File: src/hdl/pre_ram.sv
// Generic single-write, single-read RAM with a registered read port.
// Stand-alone; no package needed.
module pre_ram #(
  parameter int WIDTH = 8,
  parameter int DEPTH = 256
) (
  input  logic                     clk,
  input  logic                     we,
  input  logic [$clog2(DEPTH)-1:0] waddr,
  input  logic [WIDTH-1:0]         wdata,
  input  logic [$clog2(DEPTH)-1:0] raddr,
  output logic [WIDTH-1:0]         rdata
);

  logic [WIDTH-1:0] mem [DEPTH];

  always_ff @(posedge clk) begin
    if (we) begin
      mem[waddr] <= wdata;
    end
    rdata <= mem[raddr];
  end

endmodule

File: config.mk
export PLATFORM = sky130hd
export DESIGN_NAME = pre_ram
export DESIGN_NICKNAME = d
export VERILOG_FILES = /design/src/hdl/pre_ram.sv
export SDC_FILE = /design/constraint.sdc
export NUM_CORES = 2
export LEC_CHECK = 0
export ABC_AREA = 1
export ABC_CLOCK_PERIOD_IN_PS = 1900
export BUFFER_PORTS_ARGS = -buffer_cell sky130_fd_sc_hd__buf_2
export CAP_MARGIN = 10
export CORE_MARGIN = 1.5
export CORE_UTILIZATION = 40
export CTS_BUF_LIST = sky130_fd_sc_hd__clkbuf_4
export DETAILED_ROUTE_END_ITERATION = 7
export GPL_ROUTABILITY_DRIVEN = 0
export PLACE_DENSITY = 0.59
export SLEW_MARGIN = 15
export SYNTH_ARGS = -nofsm -noshare
export SYNTH_HDL_FRONTEND = slang
export SYNTH_SLANG_ARGS = --single-unit
export TNS_END_PERCENT = 50
File: constraint.sdc
create_clock -name clk -period 1.9 [get_ports clk]
set_input_delay 0.095 -clock clk [delete_from_list [all_inputs] [get_ports clk]]
set_output_delay 0.095 -clock clk [all_outputs]
set_load 0.01 [all_outputs]
==> impl_metrics.tcl <==
set metrics [dict create \
    drc_errors 0 \
    grt_pass1_vias 57200 \
    fillers 18400 \
    startpoint_type "register" \
    grt_max_degree 97 \
    worstPathCellList "buf_6" \
    timing.final.crit_share 1.02 \
    drive_gt1_frac 0.201 \
    slew_headroom 0.397 \
    violations "negative setup slack" \
    ir_drop_v 0.000676 \
    rr_worst_depth 10 \
    leakagePower_nw 36.5 \
    period_minus_slack_ps 1930 \
    status "complete, but fails checks" \
    crit_fanout 1 \
    place_area_mm2 0.0923 \
    critPathKind "register to output pin" \
    utilization 0.481 \
    grt_pass1_wl_um 360000 \
    antenna_found_initial 10 \
    hpwl_um 150000 \
    cts_buffers 552 \
    drt_iter0_drc 6238 \
    cts_buffer_depth 4 \
    slowest_stage "dfxtp_4" \
    syn2layout_area_growth_pct 19.5 \
    stdcell_area_mm2 0.0997 \
    dr.pass1.iters 6 \
    core_mm2 0.207 \
    ys_seq_elements 2056 \
    cp_num_cells 1 \
    crit_path_start "rdata[4]" \
    clock-sinks 2056 \
    io_buffers 33 \
    syn-num-nets 7029 \
    avgViaCountPerCell 5.31 \
    final_nets 7924 \
    cts_tree "built" \
    setup_slack_ps -29.7 \
    synth_top_area_frac 0.737 \
    cp.required_ps 1800 \
    initial_utilization 0.403 \
    dieHeight_um 460 \
    maxClockFrequency_mhz 518 \
    pre_cts_ws_ps -617 \
    endpoint_kind "output pin" \
    syn_area_per_cell_um2 11.9 \
    ys_types 14 \
    reg2reg_to "rdata[1]" \
    htree_levels 6 \
    yosys.area.top_type "edfxtp_1" \
    setup_viol 8 \
    ys_seq_area_frac 0.739 \
    clk_latency_ps 1390 \
    rsz0062_at_grt "true" \
    total_power_w 0.0948 \
    routed_wl_um 242000 \
    track_usage 0.227 \
    endpoint "rdata[4]" \
    wl_per_cell_um 21.9 \
    final_antenna_net_count 0 \
    crit_buf_inv 1 \
    rows 167 \
    die_w_um 460 \
    hold_path_class "input port to register" \
    root_buffer "clkbuf_4" \
    grt-ovfl-total 0 \
    ios 34 \
    netlist_area_mm2 0.0834 \
    dr_total_vias 58600 \
    fin_worst_skew_ps 93.2 \
    synth_cells 7003 \
    yosysWarnings 0 \
    r2r_start "mem[109][1]" \
    hold_viol_final 0 \
    crit_family "flip-flops" \
    reg2reg_slack_ps 40 \
    slowest_delay_ps 390 \
    path_clk_slew_ps 60 \
    power-per-cell-area_mw_per_mm2 951 \
    die-area_mm2 0.211 \
    worst_pin_slew_ps 901 \
    worstPathArrival_ps 1830 \
    synth_area_leaders "edfxtp_1 (74%), nand3_1 (12%), nand2_1 (9.6%)" \
    maxCapViolCount 0 \
    slew_viol_final 0 \
]
[sequential cells by signal, summed over array words and instances (netlist names)]
signal and flops:
mem 2048, rdata 8
[through the flow]
step                      instances  hold slack, ps  setup TNS (ps)
final                         11000             157            -138
after global routing          11000            80.3            -927
after CTS                     11000            8.51           -1240
after detailed placement      10100             411           -4150
after global placement        10100             414           -4090
after floorplan                7003             194               0
[cell usage in the layout (no fill, tap or decap), types with 34 or more instances in the layout]
cell           netlist  routed
nor2_1             283     282
edfxtp_1          2048    2048
nand3_1           2019    2008
buf_4               46     584
clkbuf_4             0     811
nand2_1           2123    2116
buf_12               0     159
clkinv_1             0      53
dlygate4sd3_1        0      43
inv_1               36      34
[repair_timing]
item,in CTS,in global routing
setup endpoints to repair,12,133
pin swaps,0,0
setup buffers,0,0
hold buffers,51,0
hold endpoints to repair,4104,0
resized for setup,32,12
[cell usage after synthesis (all sizes together)]
master and instances:
nand3 2019, clkbuf 112, inv 39, edfxtp 2048, nand2 2123, dfxtp 8, buf 371, nor2 283
[worst min-delay path by stage]
stage / endpoint / start / cells after the start
final: mem[35][4] / waddr[7] / 5
after global routing: mem[158][4] / we / 4
after CTS: mem[158][4] / we / 4
after detailed placement: mem[101][3] / wdata[3] / 1
after global placement: mem[100][3] / wdata[3] / 1
after floorplan: mem[0][0] / wdata[0] / 0
[cell families after synthesis]
logic type	count (synthesis)	synth area share
flops	2056	0.739
simple gates	4425	0.229
buf+inv	522	0.0312
[area by class of cell]
cell class / instances / area (um^2) / share of cell area
Inverter: 39 / 180 / 0.00181
Antenna cell: 10 / 25.0 / 0.000251
Sequential cell: 2056 / 61700 / 0.619
Clock inverter: 82 / 508 / 0.00510
Tap cell: 2788 / 3490 / 0.0350
Clock buffer: 811 / 6090 / 0.0611
Multi-Input combinational cell: 4425 / 19200 / 0.193
Timing Repair Buffer: 824 / 8490 / 0.0852
[routing by layer]
layer  up-vias  wire length, um  global-route usage
li1      27000                -                   -
met2      2629           114000               0.359
met1     28500            99300               0.308
met5         -               46                   0
met4         6             8800              0.0970
met3       469            19900              0.0419
[power by group]
group	internal [W]	switching (W)
logic	0.00222	0.00458
clock network	0.0203	0.0177
registers	0.0500	0.0000797
total	0.0725	0.0223
Power figures use the tool's default switching activity.
